--- src/rtl/mes_pkg.sv ---
package mes_pkg;

  typedef enum logic [1:0] {
    CMD_PART = 2'd0,
    CMD_BYTE = 2'd1,
    CMD_END  = 2'd2,
    CMD_NONE = 2'd3
  } cmd_t;

  localparam int unsigned STYLE_W = 3;
  localparam int unsigned BOLD_B   = 0;
  localparam int unsigned ITALIC_B = 1;
  localparam int unsigned STRIKE_B = 2;

  // one bit per output slot, emitted lowest first
  localparam int unsigned SLOT_W = 13;
  localparam int unsigned SL_CLS0 = 0;
  localparam int unsigned SL_CLS1 = 1;
  localparam int unsigned SL_CLI  = 2;
  localparam int unsigned SL_CLB0 = 3;
  localparam int unsigned SL_CLB1 = 4;
  localparam int unsigned SL_OPB0 = 5;
  localparam int unsigned SL_OPB1 = 6;
  localparam int unsigned SL_OPI  = 7;
  localparam int unsigned SL_OPS0 = 8;
  localparam int unsigned SL_OPS1 = 9;
  localparam int unsigned SL_ESC  = 10;
  localparam int unsigned SL_DATA = 11;
  localparam int unsigned SL_ZERO = 12;

  localparam logic [SLOT_W-1:0] TILDE_SLOTS = 13'b0_0011_0000_0011;
  localparam logic [SLOT_W-1:0] STAR_SLOTS  = 13'b0_0000_1111_1100;
  localparam logic [SLOT_W-1:0] ESC_SLOTS   = 13'b0_0100_0000_0000;
  localparam logic [SLOT_W-1:0] DATA_SLOTS  = 13'b0_1000_0000_0000;

  localparam logic [7:0] CH_STAR  = 8'h2A;
  localparam logic [7:0] CH_UNDER = 8'h5F;
  localparam logic [7:0] CH_TILDE = 8'h7E;
  localparam logic [7:0] CH_BSL   = 8'h5C;
  localparam logic [7:0] CH_NUL   = 8'h00;

  typedef struct packed {
    logic [1:0]         command;
    logic [STYLE_W-1:0] style_bits;
    logic [7:0]         in_byte;
  } in_item_t;

  typedef struct packed {
    logic [7:0] out_byte;
    logic       last_of_run;
  } out_item_t;

  typedef struct packed {
    logic [SLOT_W-1:0] slots;
    logic [7:0]        data;
  } job_t;

endpackage

--- src/rtl/markdown_emphasis_serializer_top.sv ---
// channel  | direction | handshake                    | payload
// input    | in        | push / full (accept: push & !full)  | in_item  (in_item_t)
// result   | out       | empty / pop (accept: pop & !empty)  | out_item (out_item_t)
//
// the back end emits the result bytes of an item in turn; an item with n results
// occupies it until all n are out (1 for a plain byte, 2 escaped, up to 6 for end)
// the front end takes one item per cycle while the job queue has room
// an accepted item goes through the job queue and the slot register into the result buffer
// synchronous active-low reset clears style, queues and the result buffer
// a held result stalls the back end only once both buffer entries are full
module markdown_emphasis_serializer_top
  import mes_pkg::*;
#(
  parameter int JOB_DEPTH = 4
) (
  input  logic      clk,
  input  logic      rst_n,
  input  logic      push,
  output logic      full,
  input  in_item_t  in_item,
  output logic      empty,
  input  logic      pop,
  output out_item_t out_item
);

  logic job_push, q_full, q_empty, q_pop;
  job_t job_in, job_out;

  mes_front u_front (
    .clk      (clk),
    .rst_n    (rst_n),
    .push     (push),
    .q_full   (q_full),
    .in_item  (in_item),
    .full     (full),
    .job_push (job_push),
    .job      (job_in)
  );

  mes_jobq #(
    .DEPTH (JOB_DEPTH)
  ) u_jobq (
    .clk     (clk),
    .rst_n   (rst_n),
    .wr_en   (job_push),
    .wr_job  (job_in),
    .rd_en   (q_pop),
    .rd_job  (job_out),
    .q_empty (q_empty),
    .q_full  (q_full)
  );

  mes_back u_back (
    .clk      (clk),
    .rst_n    (rst_n),
    .q_empty  (q_empty),
    .q_job    (job_out),
    .q_pop    (q_pop),
    .pop      (pop),
    .empty    (empty),
    .out_item (out_item)
  );

endmodule

--- src/rtl/mes_front.sv ---
module mes_front
  import mes_pkg::*;
(
  input  logic     clk,
  input  logic     rst_n,
  input  logic     push,
  input  logic     q_full,
  input  in_item_t in_item,
  output logic     full,
  output logic     job_push,
  output job_t     job
);

  logic [STYLE_W-1:0] style_r, style_nxt;
  logic [STYLE_W-1:0] cls, opn;
  logic               esc, dat, zro;
  logic               accept;

  assign full   = q_full;
  assign accept = push && !q_full;

  always_comb begin
    cls       = '0;
    opn       = '0;
    esc       = 1'b0;
    dat       = 1'b0;
    zro       = 1'b0;
    style_nxt = style_r;
    unique case (cmd_t'(in_item.command))
      CMD_PART: begin
        cls       = style_r & ~in_item.style_bits;
        opn       = ~style_r & in_item.style_bits;
        style_nxt = in_item.style_bits;
      end
      CMD_BYTE: begin
        dat = 1'b1;
        esc = (in_item.in_byte == CH_STAR) || (in_item.in_byte == CH_UNDER) ||
              (in_item.in_byte == CH_TILDE) || (in_item.in_byte == CH_BSL);
      end
      CMD_END: begin
        cls       = style_r;
        zro       = 1'b1;
        style_nxt = '0;
      end
      default: ;
    endcase
  end

  always_comb begin
    job.slots          = '0;
    job.slots[SL_CLS0] = cls[STRIKE_B];
    job.slots[SL_CLS1] = cls[STRIKE_B];
    job.slots[SL_CLI]  = cls[ITALIC_B];
    job.slots[SL_CLB0] = cls[BOLD_B];
    job.slots[SL_CLB1] = cls[BOLD_B];
    job.slots[SL_OPB0] = opn[BOLD_B];
    job.slots[SL_OPB1] = opn[BOLD_B];
    job.slots[SL_OPI]  = opn[ITALIC_B];
    job.slots[SL_OPS0] = opn[STRIKE_B];
    job.slots[SL_OPS1] = opn[STRIKE_B];
    job.slots[SL_ESC]  = esc;
    job.slots[SL_DATA] = dat;
    job.slots[SL_ZERO] = zro;
    job.data           = in_item.in_byte;
  end

  // items that produce nothing (same style, unused command) are dropped here
  assign job_push = accept && (job.slots != '0);

  always_ff @(posedge clk) begin
    if (!rst_n) begin
      style_r <= '0;
    end else if (accept) begin
      style_r <= style_nxt;
    end
  end

endmodule

--- src/rtl/mes_jobq.sv ---
module mes_jobq
  import mes_pkg::*;
#(
  parameter int DEPTH = 4
) (
  input  logic clk,
  input  logic rst_n,
  input  logic wr_en,
  input  job_t wr_job,
  input  logic rd_en,
  output job_t rd_job,
  output logic q_empty,
  output logic q_full
);

  localparam int PW = (DEPTH > 1) ? $clog2(DEPTH) : 1;
  localparam int CW = $clog2(DEPTH + 1);
  localparam logic [PW-1:0] LAST_P = PW'(DEPTH - 1);
  localparam logic [CW-1:0] DEPTH_C = CW'(DEPTH);

  job_t          mem_r [DEPTH];
  logic [PW-1:0] wp_r, wp_nxt, rp_r, rp_nxt;
  logic [CW-1:0] cnt_r, cnt_nxt;
  logic          do_wr, do_rd;

  assign q_empty = (cnt_r == '0);
  assign q_full  = (cnt_r == DEPTH_C);
  assign do_wr   = wr_en && !q_full;
  assign do_rd   = rd_en && !q_empty;
  assign rd_job  = mem_r[rp_r];

  always_comb begin
    wp_nxt  = do_wr ? ((wp_r == LAST_P) ? '0 : wp_r + 1'b1) : wp_r;
    rp_nxt  = do_rd ? ((rp_r == LAST_P) ? '0 : rp_r + 1'b1) : rp_r;
    cnt_nxt = cnt_r;
    if (do_wr && !do_rd) begin
      cnt_nxt = cnt_r + 1'b1;
    end else if (do_rd && !do_wr) begin
      cnt_nxt = cnt_r - 1'b1;
    end
  end

  always_ff @(posedge clk) begin
    if (do_wr) begin
      mem_r[wp_r] <= wr_job;
    end
  end

  always_ff @(posedge clk) begin
    if (!rst_n) begin
      wp_r  <= '0;
      rp_r  <= '0;
      cnt_r <= '0;
    end else begin
      wp_r  <= wp_nxt;
      rp_r  <= rp_nxt;
      cnt_r <= cnt_nxt;
    end
  end

endmodule

--- src/rtl/mes_back.sv ---
module mes_back
  import mes_pkg::*;
(
  input  logic      clk,
  input  logic      rst_n,
  input  logic      q_empty,
  input  job_t      q_job,
  output logic      q_pop,
  input  logic      pop,
  output logic      empty,
  output out_item_t out_item
);

  logic [SLOT_W-1:0] slots_r, slots_nxt, low, rest, slots_after;
  logic [7:0]        data_r, data_nxt;
  logic              emit, load;
  out_item_t         emit_item;

  out_item_t         head_r, head_nxt, tail_r, tail_nxt;
  logic [1:0]        ocnt_r, ocnt_nxt;
  logic              do_pop;

  // lowest pending slot goes out first
  assign low  = slots_r & (~slots_r + 1'b1);
  assign rest = slots_r & ~low;
  assign emit = (slots_r != '0) && (ocnt_r != 2'd2);

  always_comb begin
    priority if ((low & TILDE_SLOTS) != '0) begin
      emit_item.out_byte = CH_TILDE;
    end else if ((low & STAR_SLOTS) != '0) begin
      emit_item.out_byte = CH_STAR;
    end else if ((low & ESC_SLOTS) != '0) begin
      emit_item.out_byte = CH_BSL;
    end else if ((low & DATA_SLOTS) != '0) begin
      emit_item.out_byte = data_r;
    end else begin
      emit_item.out_byte = CH_NUL;
    end
    emit_item.last_of_run = (rest == '0);
  end

  always_comb begin
    slots_after = emit ? rest : slots_r;
    load        = (slots_after == '0) && !q_empty;
    slots_nxt   = load ? q_job.slots : slots_after;
    data_nxt    = load ? q_job.data : data_r;
  end

  assign q_pop = load;

  // two-entry result queue
  assign empty    = (ocnt_r == 2'd0);
  assign out_item = head_r;
  assign do_pop   = pop && !empty;

  always_comb begin
    head_nxt = head_r;
    tail_nxt = tail_r;
    ocnt_nxt = ocnt_r;
    priority if (do_pop && emit) begin
      if (ocnt_r == 2'd1) begin
        head_nxt = emit_item;
      end else begin
        head_nxt = tail_r;
        tail_nxt = emit_item;
      end
    end else if (emit) begin
      if (ocnt_r == 2'd0) begin
        head_nxt = emit_item;
      end else begin
        tail_nxt = emit_item;
      end
      ocnt_nxt = ocnt_r + 2'd1;
    end else if (do_pop) begin
      head_nxt = tail_r;
      ocnt_nxt = ocnt_r - 2'd1;
    end else begin
      ocnt_nxt = ocnt_r;
    end
  end

  always_ff @(posedge clk) begin
    data_r <= data_nxt;
    head_r <= head_nxt;
    tail_r <= tail_nxt;
  end

  always_ff @(posedge clk) begin
    if (!rst_n) begin
      slots_r <= '0;
      ocnt_r  <= '0;
    end else begin
      slots_r <= slots_nxt;
      ocnt_r  <= ocnt_nxt;
    end
  end

endmodule

--- config.mk ---
export PLATFORM = sky130hd
export DESIGN_NAME = markdown_emphasis_serializer_top
export DESIGN_NICKNAME = d
export VERILOG_FILES = /design/src/rtl/mes_pkg.sv /design/src/rtl/markdown_emphasis_serializer_top.sv /design/src/rtl/mes_front.sv /design/src/rtl/mes_jobq.sv /design/src/rtl/mes_back.sv
export SDC_FILE = /design/constraint.sdc
export NUM_CORES = 1
export LEC_CHECK = 0
export ABC_AREA = 1
export ABC_CLOCK_PERIOD_IN_PS = 3300
export CELL_PAD_IN_SITES_DETAIL_PLACEMENT = 0
export CELL_PAD_IN_SITES_GLOBAL_PLACEMENT = 2
export CORE_ASPECT_RATIO = 0.8
export CORE_UTILIZATION = 41
export CTS_CLUSTER_SIZE = 24
export DETAILED_ROUTE_END_ITERATION = 16
export DONT_BUFFER_PORTS = 1
export GPL_ROUTABILITY_DRIVEN = 0
export PLACE_DENSITY_LB_ADDON = 0.15
export SETUP_SLACK_MARGIN = 0.3
export SYNTH_ARGS = -nofsm -noshare
export SYNTH_HDL_FRONTEND = slang
export SYNTH_SLANG_ARGS = --single-unit
--- constraint.sdc ---
create_clock -name clk -period 3.3 [get_ports clk]
set_input_delay 0 -clock clk [delete_from_list [all_inputs] [get_ports clk]]
set_output_delay 0 -clock clk [all_outputs]
set_load 0.03 [all_outputs]
-- Word-level counts from Yosys, hierarchy flattened
Memories as Yosys holds them, arrays and structs flattened. A register that Yosys moved wholly into a read port is not among the register bits.
Index checks and enable logic that the tools add are counted.
- memories kept: 1
- flip-flop bits (word level): 51
- logic and storage cells: 109
- RAM bits: 84
- output and inout bits: 11
- memory list (name ; words ; width ; read ports ; clocked after memory_dff ; write ports ; RTL line ; text):
    u_jobq.mem_r ; 4 ; 21 ; 1 ; 1 ; 1 ; mes_jobq.sv:21 ; job_t mem_r [DEPTH];
- equal/unequal tests: 14
- $add $sub $neg: 7
- bitwise gates (word level): 9
- muxes and demuxes: 31
- reduce and logical (&&, ||, !) cells: 36
- operators with widths (operator ; count):
    9-bit two-way mux ; 9
    13-bit nonzero test ; 4
    8-bit two-way mux ; 4
    13-bit AND ; 2
    13-bit logical NOT ; 2
    13-bit two-way mux ; 2
    13-bit NOT ; 2
    8-bit by 7-bit equality test with 1-bit output, second input constant ; 3
    13-bit by 1-bit adder with 13-bit output, second input constant ; 1
    2-bit two-way mux ; 6
    3-bit one-hot mux with 2 select lines ; 2
    1-bit logical AND ; 10
    3-bit two-way mux ; 3
    8-bit by 6-bit equality test with 1-bit output, second input constant ; 1
    2-bit nonzero test ; 4
    2-bit by 1-bit adder with 2-bit output, second input constant ; 3
    3-bit AND ; 2
    2-bit equality test, second input constant ; 3
    2-bit inequality test, second input constant ; 3
    3-bit NOT ; 2
    2-bit AND reduction ; 3
    1-bit logical NOT ; 5
    1-bit two-way mux ; 5
    2-bit by 1-bit equality test with 1-bit output, second input constant ; 2
    other kinds (11) ; 14

-- Logic depth before layout (Yosys ltp)
- word-level depth: 12
- gate-level depth with buffers: 18

-- By module
From an unflattened synthesis, not the netlist that was laid out.
- cells, all modules: 658
- area, all modules: 6483.7 um^2
- modules (own cells, without submodules) (module ; cells each ; area an instance (um^2) ; instances ; seq. area each (um^2)):
    mes_jobq ; 276 ; 3683.5 ; 1 ; 2702.6
    mes_back ; 299 ; 2322.2 ; 1 ; 1081.0
    mes_front ; 83 ; 478.0 ; 1 ; 60.1

-- Worst setup path after synthesis
Ideal clock, no wire load.
- kind: reg-to-reg
- start point: register u_back.slots_r[1]
- end point: register u_back.tail_r[0] (netlist bit) (enable)
- path buffers: 1
- required time: 2.910 ns
- period minus slack after synthesis: 2.672 ns
- cell stages (with the launch flop): 10
- path slack: 0.628 ns
- data arrival time: 2.282 ns
- path through: dfxtp_1 > nor2_4 > nand2_2 > nor2_2 > nand2_2 > nand2_4 > clkinv_1 > ha_1 > clkbuf_1 > a211oi_1
- longest elaborated chain between the ends: 5
- elaborated cells between the ends (all ways): 7
- those cells by class: 2 x eq/ne; 5 x reduce/logical
- ends and longest elaborated chain (what ; RTL line ; text):
    start: declaration ; mes_back.sv:14 ; logic [SLOT_W-1:0] slots_r, slots_nxt, low, rest, slots_after;
    start signal: assignment ; mes_back.sv:94 ; slots_r <= slots_nxt;
    13-bit nonzero test (*) ; mes_back.sv:26 ; assign emit = (slots_r != '0) && (ocnt_r != 2'd2);
    1-bit logical AND (*) ; mes_back.sv:26 ;
    1-bit logical AND ; mes_back.sv:61 ; priority if (do_pop && emit) begin
    2-bit inequality test (no line) or 2-bit nonzero test (tied branches) ; -- ;
    3-bit AND reduction (no line) (*) ; -- ;
    end signal: assignment ; mes_back.sv:86 ; tail_r <= tail_nxt;
    end: declaration ; mes_back.sv:19 ; out_item_t head_r, head_nxt, tail_r, tail_nxt;
Every way passes the cells marked *; elsewhere a longest branch is shown, timed or not.
A chain may end at the register's enable or synchronous reset.

==> key figures <==
Outcome
  • Status: completed

Worst hold path
  • Hold depth: 3
  • Worst Hold Class: input port to flop
  • Hold path start: in_item[2]
  • Hold Path Sink: u_jobq.mem_r[1][18]$_DFFE_PP_

Drt
  • Vias per inst: 4.941
  • Routed length per instance: 15.30 um
  • Vias: 3740
  • Drt first pass iters: 4
  • Iter 0 DRT Violations: 303
  • Final WL: 11580 um
  • DRC violation count after routing: 0
  • Final ANT Viol Nets: 0

Clock tree
  • Clk_lat worst skew: 410 ps
  • CTS max path bufs: 2
  • CTS tree: done
  • Root buffer cell: clkbuf_16
  • H-tree depth: 4
  • TritonCTS Buffers: 17
  • CTS Sinks: 121
  • Clk pin slew, worst setup/hold paths: 60 ps

Critical path
  • Reg-to-Reg End: u_jobq.cnt_r[2]$_SDFFE_PN0P_
  • Critical path peak fanout: 7
  • R2R setup slack: 600 ps
  • FF-to-FF path depth: 14
  • FF-to-FF Start: u_back.slots_r[0]$_SDFF_PN0_
  • CP required: 3640 ps
  • Startpoint types: input port
  • Arr. time, crit path: 3040 ps
  • Critical path class: input port to flop
  • CP endpoint kind: flop

Yosys
  • Largest family of logic cells by synthesized area: simple AND/OR/NAND/NOR gates
  • Mapped cell area: 0.005370 sq mm
  • Xor-xnor portion of the synthesized cell area: 0.1631%
  • Sequential fraction of the synthesis area: 62.63%
  • Register bit count reported by yosys: 121
  • Post-Synth Adder-Cell Area: 2.936%
  • Post-synthesis net count: 560
  • Number of library cell types mapped by synthesis: 32
  • Compound-Gate Fraction of Synth Area: 13.56%
  • Post-synthesis mux area share: 0%
  • Yosys Warn Count: 0
  • Post-synthesis cell count: 531
  • Simple-Gate Fraction of Synth Area: 14.98%
  • Syn Area/Cell: 10.11 sq um

Floorplanning
  • Core area: 0.01282 sq mm
  • IO Pins: 28
  • Die Y-Extent: 104.4 um
  • Die footprint: 0.01356 sq mm
  • Chip width: 130.0 um
  • Initial Util: 41.88%
  • Row count: 37

Timing
  • Slew Viols, Final: 0
  • Fmax: 0.3696 GHz
  • Slew @ Worst Pin: 1124 ps
  • Minimum clock period: 2706 ps
  • Final setup fails: 0
  • Setup Skew: 14.50 ps
  • Sum of negative setup slack: 0 ps
  • Final hold viol count: 0
  • Max-slew headroom: 24.30%
  • Unrepaired setup endpoints after global routing: false
  • Final period util: 81.99%

Power and ir drop
  • Max VDD drop: 409.0 uV
  • Power per cell area: 955.2 mW/mm^2
  • Leakage power: 2.514 nW

Finish
  • Nets: 598
  • Multi-input logic area: 0.001715 sq mm
  • Most frequent cells in the layout: edfxtp_1, nor2_1, nand2_1
  • Share of layout cells above drive strength 1: 12.37%
  • Storage cell area: 0.003363 sq mm
  • Final core utilization: 50.19%
  • Most common cell after layout, fill and taps aside: edfxtp_1
  • Area Growth Syn to Fin: 19.85%
  • Fill count: 1167
  • Total inserted antenna cells: 0

Global route
  • Largest net degree at the start of global routing: 35
  • Initial antenna violation count: 0
  • Wire length of the first global-routing pass: 18550 um
  • Grt total ovfl: 0
  • Tot GR Track Use: 18.49%
  • Vias in the first global route: 3407

Run
  • Max Cap Violations: 0

Place
  • Number of port buffers: 0
  • Final HPWL DP: 7443 um
==> metal layers <==
| layer | global-route usage [%] | up-vias | part of all wire [%] |
|---|---|---|---|
| met1 | 27.60 | 1765 | 51 |
| met4 | 6.728 | 0 | 0.35 |
| met2 | 26.17 | 52 | 46 |
| met3 | 3.961 | 2 | 2.9 |
| met5 | 0 | - | 0 |
| li1 | - | 1921 | - |
==> sequential cells by signal (all words and copies together) (netlist names), named ones only <==
signal,count
u_back.data_r,8
u_front.style_r,3
u_jobq.rp_r,2
u_back.slots_r,13
u_jobq.mem_r,68
u_jobq.cnt_r,3
u_back.out_item,9
u_jobq.wp_r,2
u_back.tail_r,9
u_back.ocnt_r,2
==> cell families (layout without fill, tap and decap cells) <==
kind of cell | Yosys count | in the layout
adder cells (fa/ha/maj) | 12 | 12
AND/OR/NAND/NOR | 189 | 189
buffers and inverters | 76 | 127
AO/OA/AOI/OAI | 132 | 132
XOR/XNOR | 1 | 1
flip-flops | 121 | 121
==> where the power goes <==
part / total [mW] / switching [mW] / internal, mW
Clock: 1.86 / 0.711 / 1.15
Sequential: 2.34 / 0.244 / 2.10
Combinational: 1.94 / 1.29 / 0.656
Total: 6.15 / 2.24 / 3.91
==> worst max-delay path by stage <==
stage,slack (ps),from,endpoint
2_1_floorplan,630,u_back.slots_r[1]$_SDFF_PN0_,u_back.tail_r[0]$_DFFE_PP_
3_3_place_gp,170,u_back.slots_r[1]$_SDFF_PN0_,u_jobq.cnt_r[2]$_SDFFE_PN0P_
3_5_place_dp,160,u_back.slots_r[1]$_SDFF_PN0_,u_jobq.cnt_r[2]$_SDFFE_PN0P_
4_1_cts,310,u_back.slots_r[1]$_SDFF_PN0_,u_jobq.cnt_r[2]$_SDFFE_PN0P_
5_1_grt,260,u_back.slots_r[3]$_SDFF_PN0_,u_jobq.cnt_r[2]$_SDFFE_PN0P_
6_report,590,in_item[12],u_jobq.cnt_r[2]$_SDFFE_PN0P_
==> Yosys cell counts <==
| master | instances | area [sq um] |
|---|---|---|
| nor2_1 | 83 | 311.6 |
| a21oi_1 | 33 | 165.2 |
| a21oi_2 | 4 | 35.03 |
| nand4_1 | 1 | 6.260 |
| inv_1 | 56 | 210.2 |
| clkinv_1 | 2 | 7.510 |
| a32o_1 | 2 | 20.02 |
| nor2_2 | 3 | 18.77 |
| o21ai_0 | 61 | 305.3 |
| buf_6 | 3 | 33.78 |
| nand2_1 | 64 | 240.2 |
| o211ai_1 | 1 | 7.510 |
| o21ai_2 | 2 | 17.52 |
| fa_1 | 1 | 20.02 |
| dfxtp_1 | 27 | 540.5 |
| edfxtp_1 | 94 | 2823 |
| or2_2 | 1 | 6.260 |
| xor2_1 | 1 | 8.760 |
| o21ai_1 | 5 | 25.02 |
| nand2_2 | 3 | 18.77 |
| ha_1 | 11 | 137.6 |
| inv_2 | 1 | 3.750 |
| o22ai_1 | 22 | 137.6 |
| a211oi_1 | 1 | 7.510 |
| nor4_1 | 3 | 18.77 |
| o21a_1 | 1 | 7.510 |
| nand3_1 | 19 | 95.09 |
| clkbuf_1 | 14 | 52.55 |
| nand3_2 | 2 | 20.02 |
| nor3_1 | 7 | 35.03 |
| nor2_4 | 2 | 22.52 |
| nand2_4 | 1 | 11.26 |
==> worst max-delay path, stage by stage <==
cell	delay, ps
dlygate4sd3_1	600
nor2_1	120
dlygate4sd3_1	570
nor3_1	90
nor4_2	200
nand2_1	100
nand2_2	130
inv_1	90
ha_1	240
fa_1	380
a21oi_1	140
o21a_1	140
o21ai_0	70
a21oi_1	150
==> through the flow <==
step | hold WS (ps) | instance area [sq um] | worst slack (ps) | std cells | total power [mW]
3_5_place_dp | 99.06 | 5585 | 157.8 | 700 | 4.198
4_1_cts | 5.236 | 6372 | 305.2 | 750 | 6.108
2_1_floorplan | 98.87 | 5370 | 628.2 | 531 | 3.727
5_1_grt | 37.62 | 6436 | 261.0 | 757 | 6.532
6_report | 13.32 | 6436 | 594.5 | 757 | 6.148
3_3_place_gp | 99.07 | 5585 | 175.0 | 700 | 4.182
==> area by class of cell <==
class                           instances  area share (%)
Inverter                               59           3.441
Clock inverter                         14           2.527
Timing Repair Buffer                   36           4.899
Clock buffer                           18           6.823
Sequential cell                       121           52.26
Multi-Input combinational cell        334           26.65
Tap cell                              175           3.402
==> what timing repair did <==
action | in CTS | in global routing
buffers inserted | 0 | 7
hold buffers | 18 | 0
gates resized for setup | 1 | 3
setup endpoints to repair | 2 | 2
endpoints found under the hold margin | 86 | 0
pin swaps | 0 | 3
(Power assumes the default switching activity.)
